$ cat config.mk
export PLATFORM = sky130hd
export DESIGN_NAME = two_way_cache_tag_lookup_lru
export DESIGN_NICKNAME = d
export VERILOG_FILES = /design/src/sv/twc_pkg.sv /design/src/sv/two_way_cache_tag_lookup_lru.sv
export SDC_FILE = /design/constraint.sdc
export NUM_CORES = 2
export LEC_CHECK = 0
export BUFFER_PORTS_ARGS = -buffer_cell sky130_fd_sc_hd__buf_2
export CORE_MARGIN = 1.5
export CORE_UTILIZATION = 50
export DETAILED_ROUTE_END_ITERATION = 7
export PLACE_DENSITY = 0.69
export SYNTH_ARGS = -nofsm -noshare
export SYNTH_HDL_FRONTEND = slang
export SYNTH_SLANG_ARGS = --single-unit
$ cat constraint.sdc
create_clock -name clk_i -period 10.6 [get_ports clk_i]
set_clock_uncertainty 0.1 [all_clocks]
set_input_delay 1.06 -clock clk_i [delete_from_list [all_inputs] [get_ports clk_i]]
set_output_delay 1.06 -clock clk_i [all_outputs]
set_load 0.01 [all_outputs]
$ cat src/sv/twc_pkg.sv
`timescale 1ns / 1ps
// ----------------------------------------------------------------------------
// twc_pkg: shared types and constants of the two-way cache tag lookup
// Field widths of the request and result ports, parameter defaults and the
// layout of one directory row (both tags and the most-recently-used bit).
// ----------------------------------------------------------------------------
package twc_pkg;

  // Port field widths
  localparam int unsigned ADDR_W   = 32;
  localparam int unsigned OFFSET_W = 5;
  localparam int unsigned BLOCK_W  = 27;
  localparam int unsigned SET_W    = 6;
  localparam int unsigned TAG_W    = 21;
  localparam int unsigned COUNT_W  = 32;

  // Parameter defaults
  localparam int unsigned SET_COUNT_DEF    = 64;
  localparam int unsigned LINE_BYTES_DEF   = 32;
  localparam int unsigned ADDRESS_BITS_DEF = 32;

  // One directory row: most recently used way and the tag of each way
  typedef struct packed {
    logic             recent;
    logic [TAG_W-1:0] tag1;
    logic [TAG_W-1:0] tag0;
  } row_t;

  localparam int unsigned ROW_W = $bits(row_t);

endpackage : twc_pkg

$ cat src/sv/two_way_cache_tag_lookup_lru.sv
`timescale 1ns / 1ps
// ----------------------------------------------------------------------------
// two_way_cache_tag_lookup_lru: two-way set-associative tag directory, LRU
// Splits each request address into offset, block, set and tag, looks the tag
// up in both ways, fills or evicts, and reports the outcome with running hit
// and reference counts.
// ----------------------------------------------------------------------------
// One request is taken every cycle while the result side does not stall. The
// accept edge registers the address in the lookup stage and reads the
// directory row of its set from the tag RAM; when the lookup retires, the
// result register is loaded while the updated row is written back. A
// row written at the same edge at which the following request
// reads it is forwarded from a bypass register, so back-to-back requests to
// one set see each other. Valid bits sit in flip-flops and clear at reset at
// once; there is no clearing pass, and the tag RAM itself is not reset.
// SET_COUNT and LINE_BYTES must be powers of two. A stall on the result side
// holds the lookup stage and, through it, the request side.
module two_way_cache_tag_lookup_lru #(
  parameter int unsigned SET_COUNT    = twc_pkg::SET_COUNT_DEF,
  parameter int unsigned LINE_BYTES   = twc_pkg::LINE_BYTES_DEF,
  parameter int unsigned ADDRESS_BITS = twc_pkg::ADDRESS_BITS_DEF
) (
  input  logic                         clk_i,
  input  logic                         rst_ni,
  // Request channel
  input  logic                         in_valid_i,
  output logic                         in_stall_o,
  input  logic [twc_pkg::ADDR_W-1:0]   address_i,
  // Result channel
  output logic                         out_valid_o,
  input  logic                         out_stall_i,
  output logic [twc_pkg::OFFSET_W-1:0] byte_offset_o,
  output logic [twc_pkg::BLOCK_W-1:0]  block_number_o,
  output logic [twc_pkg::SET_W-1:0]    set_index_o,
  output logic                         way_used_o,
  output logic [twc_pkg::TAG_W-1:0]    line_tag_o,
  output logic                         is_miss_o,
  output logic                         is_replacement_o,
  output logic [twc_pkg::TAG_W-1:0]    evicted_tag_o,
  output logic [twc_pkg::COUNT_W-1:0]  hit_total_o,
  output logic [twc_pkg::COUNT_W-1:0]  reference_total_o
);

  localparam int unsigned OFF_BITS = $clog2(LINE_BYTES);
  localparam int unsigned SET_BITS = $clog2(SET_COUNT);
  localparam logic [63:0] ADDR_MASK64 =
    (ADDRESS_BITS >= 64) ? {64{1'b1}} : ((64'd1 << ADDRESS_BITS) - 64'd1);
  localparam logic [twc_pkg::ADDR_W-1:0] ADDR_MASK = ADDR_MASK64[twc_pkg::ADDR_W-1:0];
  localparam logic [twc_pkg::ADDR_W-1:0] OFF_MASK  = twc_pkg::ADDR_W'(LINE_BYTES - 1);
  localparam logic [twc_pkg::ADDR_W-1:0] SET_MASK  = twc_pkg::ADDR_W'(SET_COUNT - 1);

  // Handshake
  logic s1_valid_q;
  logic out_valid_q;
  logic out_free;
  logic s1_fire;
  logic in_fire;

  assign out_free   = !out_valid_q || !out_stall_i;
  assign s1_fire    = s1_valid_q && out_free;
  assign in_stall_o = s1_valid_q && !out_free;
  assign in_fire    = in_valid_i && !in_stall_o;

  // Request side set index, for the RAM read
  logic [twc_pkg::ADDR_W-1:0] in_addr;
  logic [twc_pkg::ADDR_W-1:0] in_block;
  logic [SET_BITS-1:0]        in_set;

  assign in_addr  = address_i & ADDR_MASK;
  assign in_block = in_addr >> OFF_BITS;
  assign in_set   = in_block[SET_BITS-1:0];

  // Lookup stage registers
  logic [twc_pkg::ADDR_W-1:0] addr_q;
  twc_pkg::row_t              rd_q;
  logic                       fwd_q;
  logic [SET_BITS-1:0]        last_set_q;
  twc_pkg::row_t              last_row_q;

  // Directory: tag RAM plus valid flops
  logic [twc_pkg::ROW_W-1:0] tag_mem [SET_COUNT];
  logic [SET_COUNT-1:0]      valid0_q;
  logic [SET_COUNT-1:0]      valid1_q;

  // Counters
  logic [twc_pkg::COUNT_W-1:0] hit_cnt_q;
  logic [twc_pkg::COUNT_W-1:0] ref_cnt_q;

  // Lookup stage decode
  logic [twc_pkg::ADDR_W-1:0] s1_block;
  logic [twc_pkg::ADDR_W-1:0] s1_set_full;
  logic [twc_pkg::ADDR_W-1:0] s1_tag_full;
  logic [twc_pkg::ADDR_W-1:0] s1_off_full;
  logic [SET_BITS-1:0]        s1_set;
  logic [twc_pkg::TAG_W-1:0]  s1_tag;

  assign s1_block    = addr_q >> OFF_BITS;
  assign s1_set_full = s1_block & SET_MASK;
  assign s1_tag_full = s1_block >> SET_BITS;
  assign s1_off_full = addr_q & OFF_MASK;
  assign s1_set      = s1_set_full[SET_BITS-1:0];
  assign s1_tag      = s1_tag_full[twc_pkg::TAG_W-1:0];

  // Pick the row: bypass when the previous write hit this set at our read edge
  twc_pkg::row_t row;
  logic          v0;
  logic          v1;

  assign row = (fwd_q && (last_set_q == s1_set)) ? last_row_q : rd_q;
  assign v0  = valid0_q[s1_set];
  assign v1  = valid1_q[s1_set];

  // Hit, fill or evict
  logic                      way;
  logic                      miss;
  logic                      repl;
  logic [twc_pkg::TAG_W-1:0] evicted;
  twc_pkg::row_t             new_row;

  always_comb begin
    way     = 1'b0;
    miss    = 1'b1;
    repl    = 1'b0;
    evicted = '0;
    new_row = row;
    if (!v0) begin
      new_row.tag0 = s1_tag;
    end else if (row.tag0 == s1_tag) begin
      miss = 1'b0;
    end else if (!v1) begin
      way          = 1'b1;
      new_row.tag1 = s1_tag;
    end else if (row.tag1 == s1_tag) begin
      way  = 1'b1;
      miss = 1'b0;
    end else if (row.recent) begin
      repl         = 1'b1;
      evicted      = row.tag0;
      new_row.tag0 = s1_tag;
    end else begin
      way          = 1'b1;
      repl         = 1'b1;
      evicted      = row.tag1;
      new_row.tag1 = s1_tag;
    end
    new_row.recent = way;
  end

  // Next counter values, including this request
  logic [twc_pkg::COUNT_W-1:0] hit_cnt_d;
  logic [twc_pkg::COUNT_W-1:0] ref_cnt_d;

  assign ref_cnt_d = ref_cnt_q + twc_pkg::COUNT_W'(1);
  assign hit_cnt_d = hit_cnt_q + twc_pkg::COUNT_W'(!miss);

  // Read the row on accept, write the updated row when the lookup retires
  always_ff @(posedge clk_i) begin
    if (in_fire) begin
      rd_q <= twc_pkg::row_t'(tag_mem[in_set]);
    end
    if (s1_fire) begin
      tag_mem[s1_set] <= new_row;
    end
  end

  // Lookup stage payload and bypass row
  always_ff @(posedge clk_i) begin
    if (in_fire) begin
      addr_q <= in_addr;
    end
    if (s1_fire) begin
      last_set_q <= s1_set;
      last_row_q <= new_row;
    end
  end

  // Control, valid bits and counters
  always_ff @(posedge clk_i or negedge rst_ni) begin
    if (!rst_ni) begin
      s1_valid_q  <= 1'b0;
      out_valid_q <= 1'b0;
      fwd_q       <= 1'b0;
      valid0_q    <= '0;
      valid1_q    <= '0;
      hit_cnt_q   <= '0;
      ref_cnt_q   <= '0;
    end else begin
      if (in_fire) begin
        s1_valid_q <= 1'b1;
        fwd_q      <= s1_fire;
      end else if (s1_fire) begin
        s1_valid_q <= 1'b0;
      end
      if (s1_fire) begin
        out_valid_q <= 1'b1;
        hit_cnt_q   <= hit_cnt_d;
        ref_cnt_q   <= ref_cnt_d;
        if (way) begin
          valid1_q[s1_set] <= 1'b1;
        end else begin
          valid0_q[s1_set] <= 1'b1;
        end
      end else if (out_free) begin
        out_valid_q <= 1'b0;
      end
    end
  end

  // Result register
  always_ff @(posedge clk_i) begin
    if (s1_fire) begin
      byte_offset_o     <= s1_off_full[twc_pkg::OFFSET_W-1:0];
      block_number_o    <= s1_block[twc_pkg::BLOCK_W-1:0];
      set_index_o       <= s1_set_full[twc_pkg::SET_W-1:0];
      way_used_o        <= way;
      line_tag_o        <= s1_tag;
      is_miss_o         <= miss;
      is_replacement_o  <= repl;
      evicted_tag_o     <= evicted;
      hit_total_o       <= hit_cnt_d;
      reference_total_o <= ref_cnt_d;
    end
  end

  assign out_valid_o = out_valid_q;

  // --------------------------------------------------------------------------
  // Assertions
  // --------------------------------------------------------------------------

  // An empty lookup stage never stalls the request side
  a_no_idle_stall: assert property (@(posedge clk_i) disable iff (!rst_ni)
    !s1_valid_q |-> !in_stall_o)
    else $error("request side stalled with an empty lookup stage");

  // Every retired lookup advances the reference count by one
  a_ref_count: assert property (@(posedge clk_i) disable iff (!rst_ni)
    s1_fire |=> ref_cnt_q == $past(ref_cnt_q) + twc_pkg::COUNT_W'(1))
    else $error("reference count did not advance");

  // The way used by a retired lookup is valid afterwards
  a_way_valid: assert property (@(posedge clk_i) disable iff (!rst_ni)
    s1_fire |=> ($past(way) ? valid1_q[$past(s1_set)] : valid0_q[$past(s1_set)]))
    else $error("used way left invalid");

  // A hit neither evicts nor reports an evicted tag
  a_hit_clean: assert property (@(posedge clk_i) disable iff (!rst_ni)
    out_valid_q && !is_miss_o |-> !is_replacement_o && (evicted_tag_o == '0))
    else $error("hit reported an eviction");

  // Way 1 is never valid in a set whose way 0 is invalid
  a_fill_order: assert property (@(posedge clk_i) disable iff (!rst_ni)
    s1_valid_q && v1 |-> v0)
    else $error("way 1 valid without way 0");

endmodule : two_way_cache_tag_lookup_lru

==> impl_metrics.prom <==
# TYPE chip_impl_metric gauge
chip_impl_info{name="outcome",value="finished, final reports clean"} 1
chip_impl_metric{name="post_route_cells_drive_above_1_share",unit="%"} 30.1
chip_impl_metric{name="finalInstanceArea",unit="um2"} 139000
chip_impl_metric{name="yosysWarnings",unit=""} 0
chip_impl_metric{name="firstDrtPassIters",unit=""} 5
chip_impl_info{name="grt_setup_unrepaired",value="false"} 1
chip_impl_metric{name="gr-usage-all-layers",unit="%"} 26.7
chip_impl_metric{name="ys_ff_latch",unit=""} 3184
chip_impl_metric{name="die_area",unit="um2"} 250000
chip_impl_metric{name="synth_cells",unit=""} 5459
chip_impl_metric{name="grt_util_met1",unit="%"} 36.9
chip_impl_metric{name="cts_sinks",unit=""} 3184
chip_impl_metric{name="tightestPinTransition",unit="ns"} 1.24
chip_impl_metric{name="detailedPlacementHpwl",unit="mm"} 174
chip_impl_metric{name="post_drt_wl_per_cell",unit="um"} 35.9
chip_impl_metric{name="layout-area-overhead-vs-synth",unit="%"} 12.9
chip_impl_metric{name="die_width",unit="um"} 500
chip_impl_metric{name="synthArstFlopShare",unit="%"} 6.12
chip_impl_metric{name="hold_viol_final",unit=""} 0
chip_impl_info{name="worst_setup_path_startpoint",value="addr_q[6]"} 1
chip_impl_metric{name="placement_row_count",unit=""} 182
chip_impl_metric{name="design.final.nets",unit=""} 5867
chip_impl_metric{name="ctsHtreeMaxLevel",unit=""} 5
chip_impl_metric{name="final-setup-viol-count",unit=""} 0
chip_impl_metric{name="grt_start_max_net_pins",unit=""} 147
chip_impl_metric{name="count_of_vias_placed_by_the_detailed_router",unit=""} 61300
chip_impl_metric{name="vdd_drop_max",unit="uV"} 183
chip_impl_metric{name="timing.max_cap.violations",unit=""} 0
chip_impl_metric{name="clock_tree.buffer_depth",unit=""} 4
chip_impl_metric{name="yosysSeqAreaShare",unit="%"} 76.6
chip_impl_info{name="min_path_type",value="in -> reg"} 1
chip_impl_metric{name="io-pin-count",unit=""} 185
chip_impl_metric{name="cellPowerDensity",unit="nW/um2"} 198
chip_impl_metric{name="io_buffer_count",unit=""} 184
chip_impl_metric{name="fin_setup_tns",unit="ns"} 0
chip_impl_metric{name="edff_count_synth",unit=""} 2989
chip_impl_info{name="crit_type",value="reg -> reg"} 1
chip_impl_metric{name="grt_pass1_wl",unit="mm"} 465
chip_impl_info{name="setup.worst_path.start_class",value="register"} 1
chip_impl_metric{name="effective_utilization_at_floorplan",unit="%"} 50.3
chip_impl_metric{name="dr.first_iter.drc_count",unit=""} 9172
chip_impl_metric{name="data_arrival_at_the_endpoint_of_the_critical_path",unit="ns"} 8.15
chip_impl_metric{name="filler_cell_count",unit=""} 17400
chip_impl_metric{name="antenna_violations_before_repair",unit=""} 13
chip_impl_metric{name="globalRoute.totalOverflow",unit=""} 0
chip_impl_metric{name="ff2ff_path_depth",unit=""} 20
chip_impl_metric{name="holdWs",unit="ns"} 0.157
chip_impl_metric{name="p_leak",unit="nW"} 45.9
chip_impl_metric{name="final_cell_count_no_fill",unit=""} 9284
chip_impl_metric{name="ant_nets",unit=""} 0
chip_impl_metric{name="grt_pass1_vias",unit=""} 60300
chip_impl_metric{name="finalWorstPathRequiredPeriod",unit="ns"} 7.43
chip_impl_metric{name="path_max_fanout",unit=""} 84
chip_impl_metric{name="timing.final.max_slew_violations",unit=""} 0
chip_impl_info{name="yosys_most_used_dff",value="edfxtp_1"} 1
chip_impl_metric{name="dieHeight",unit="um"} 500
chip_impl_metric{name="route.detailed.vias_per_inst",unit=""} 6.60
chip_impl_info{name="critPathCapture",value="hit_cnt_q[29]"} 1
chip_impl_metric{name="totalWireLength",unit="mm"} 334
chip_impl_metric{name="report.power.total",unit="W"} 0.0276
chip_impl_metric{name="groute.layer.met3.usage",unit="%"} 5.32
chip_impl_metric{name="worstPathRequired",unit="ns"} 11.32
chip_impl_metric{name="post_synth_num_cell_types",unit=""} 71
chip_impl_info{name="clock-root-buffer",value="clkbuf_16"} 1
chip_impl_metric{name="slew_headroom",unit="%"} 17.0
chip_impl_metric{name="clkLatencyLatePin",unit="ns"} 0.98
chip_impl_metric{name="cts-buffers-inserted",unit=""} 325
chip_impl_metric{name="gpl.final_weighted_congestion",unit=""} 0.898
chip_impl_metric{name="reg2reg_setup_slack",unit="ns"} 3.17
chip_impl_metric{name="mappedNetlistNets",unit=""} 5498
chip_impl_metric{name="clk_transition_reported_paths",unit="ns"} 0.06
chip_impl_info{name="worst_r2r_startpoint",value="addr_q[6]"} 1
chip_impl_metric{name="holdPathStages",unit=""} 1
chip_impl_metric{name="use_met2",unit="%"} 42.6
chip_impl_info{name="rr_endpoint",value="hit_cnt_q[29]"} 1
chip_impl_metric{name="max_freq",unit="MHz"} 135
chip_impl_info{name="critPathCaptureType",value="register"} 1
chip_impl_metric{name="area_of_the_core",unit="um2"} 246000
chip_impl_metric{name="post_dp_cell_area",unit="um2"} 129000
chip_impl_info{name="cts_tree",value="built"} 1
chip_impl_metric{name="dpl.cell_count",unit=""} 8720
chip_impl_metric{name="final.period_utilization",unit="%"} 70.1
chip_impl_metric{name="post_synth_instance_area",unit="um2"} 124000
chip_impl_metric{name="post_synth.cell_area_avg",unit="um2"} 22.6
chip_impl_info{name="global_route.peak_usage_layer",value="met2"} 1
chip_impl_metric{name="route.detailed.drc",unit=""} 0
[cell usage after synthesis, types with 4 or more instances]
cell type / n / area [um2]
edfxtp_1: 2989 / 89800
mux4_2: 897 / 20200
dfrtp_1: 195 / 4880
clkbuf_1: 176 / 661
nand2_1: 144 / 541
a21o_1: 128 / 961
nor2_1: 126 / 473
mux2i_1: 102 / 1020
xnor2_1: 100 / 876
xor2_1: 70 / 613
buf_1: 63 / 236
nand3_1: 49 / 245
a211oi_1: 42 / 315
inv_1: 36 / 135
buf_4: 34 / 255
nor2b_1: 25 / 156
a21oi_1: 23 / 115
buf_2: 23 / 115
o22ai_1: 23 / 144
mux2_2: 22 / 248
o21ai_0: 21 / 105
mux2_1: 17 / 191
a221oi_1: 15 / 131
buf_6: 15 / 169
nand4_1: 14 / 87.6
nor3_1: 11 / 55.1
and3_1: 9 / 56.3
and2_1: 7 / 43.8
nor4_1: 7 / 43.8
a22o_1: 5 / 43.8
a2111oi_0: 4 / 35.0
a22oi_1: 4 / 30.0
a311oi_1: 4 / 35.0
[power breakdown]
group	internal [W]	leakage [nW]	switching (W)	total, W
Clock	0.00644	4.96	0.00466	0.0111
Sequential	0.0144	29.7	0.000169	0.0146
Combinational	0.000665	11.2	0.00124	0.00191
Total	0.0215	45.9	0.00607	0.0276
[cell usage in the layout, fill, tap and decap left out, types with 25 or more instances in the layout]
master	netlist	routed
edfxtp_1	2989	2989
mux4_2	897	897
clkbuf_16	0	333
dfrtp_1	195	195
buf_2	23	177
buf_4	34	158
nand2_1	144	144
a21o_1	128	128
xnor2_1	100	100
mux2i_1	102	77
xor2_1	70	70
nor2_4	0	64
clkinv_1	0	64
nor2_1	126	62
clkbuf_1	176	55
clkinv_2	0	54
nand3_1	49	49
a211oi_1	42	42
inv_1	36	35
bufinv_16	0	27
nor2b_1	25	25
mux2i_4	0	25
[final cells by class]
type / instances / area, um2 / share of cell area, %
clock buffers: 396 / 8650 / 6.20
inverters: 37 / 148 / 0.106
flip-flops and latches: 3184 / 94600 / 67.8
well taps: 3220 / 4030 / 2.89
multi-input cells: 1927 / 28100 / 20.2
repair buffers: 353 / 2390 / 1.71
diodes: 2 / 5.00 / 0.00359
clock inverters: 165 / 1500 / 1.07
[flip-flops by register name, indices dropped and copies added (netlist names), 5 cells and up]
| register | count |
|---|---|
| addr_q | 32 |
| block_number_o | 27 |
| byte_offset_o | 5 |
| evicted_tag_o | 21 |
| hit_cnt_q | 32 |
| hit_total_o | 32 |
| last_row_q | 42 |
| rd_q | 43 |
| ref_cnt_q | 32 |
| reference_total_o | 32 |
| tag_mem | 2752 |
| valid0_q | 64 |
| valid1_q | 64 |
[metrics by stage]
step           setup slack (ns)  util [%]
2_1_floorplan              3.61         -
3_3_place_gp               3.36      52.6
3_5_place_dp               3.32      52.6
4_1_cts                    3.25      56.8
5_1_grt                    2.88      56.8
6_report                   3.17      56.8
[logic make-up after synthesis]
group | count (synthesis) | synth area share, %
DFF | 3184 | 76.6
muxes | 1038 | 17.5
and+or+nand+nor | 415 | 1.54
buffers and inverters | 348 | 1.28
AOI/OAI and AO/OA | 301 | 1.79
xor gates and xnor gates | 170 | 1.21
adders and majority gates | 3 | 0.0304
[timing repair]
item                                   CTS  global route
endpoints found under the hold margin   55             0
hold buffers                             1             0
buffers inserted                         0             0
resized for setup                        0             0
[routing by layer]
layer  wire, um  vias up
met5         13        -
met4      12300        2
li1           -    23600
met2     162000     3904
met1     125000    33200
met3      35100      600
[worst max-delay path, cell delays in order (launching register included)]
cell       delay [ns]
edfxtp_1         0.32
buf_4            0.51
xor2_1           0.18
nor3_2           0.60
and2_4           0.99
mux2i_1          0.42
o2bb2ai_1        0.12
a311oi_1         0.66
nand2_1          0.16
nor2_1           0.18
o21a_1           0.41
ha_1             0.28
nand3_1          0.18
nor3_1           0.57
and2_1           0.36
nand4_1          0.21
nor2_1           0.26
and3_1           0.28
and2_1           0.21
nand3_1          0.11
xnor2_1          0.15
[worst min-delay path by stage]
| stage | slack [ns] | start | end |
|---|---|---|---|
| detailed placement | 0.31 | addr_q[0] | byte_offset_o[0] |
| CTS | 0.1 | address_i[1] | addr_q[1] |
| global route | 0.12 | address_i[1] | addr_q[1] |
| finish | 0.16 | address_i[1] | addr_q[1] |
| global placement | 0.30 | addr_q[0] | byte_offset_o[0] |
| floorplan | 0.30 | addr_q[0] | byte_offset_o[0] |
Note: power is estimated with default switching activity, not from simulation.
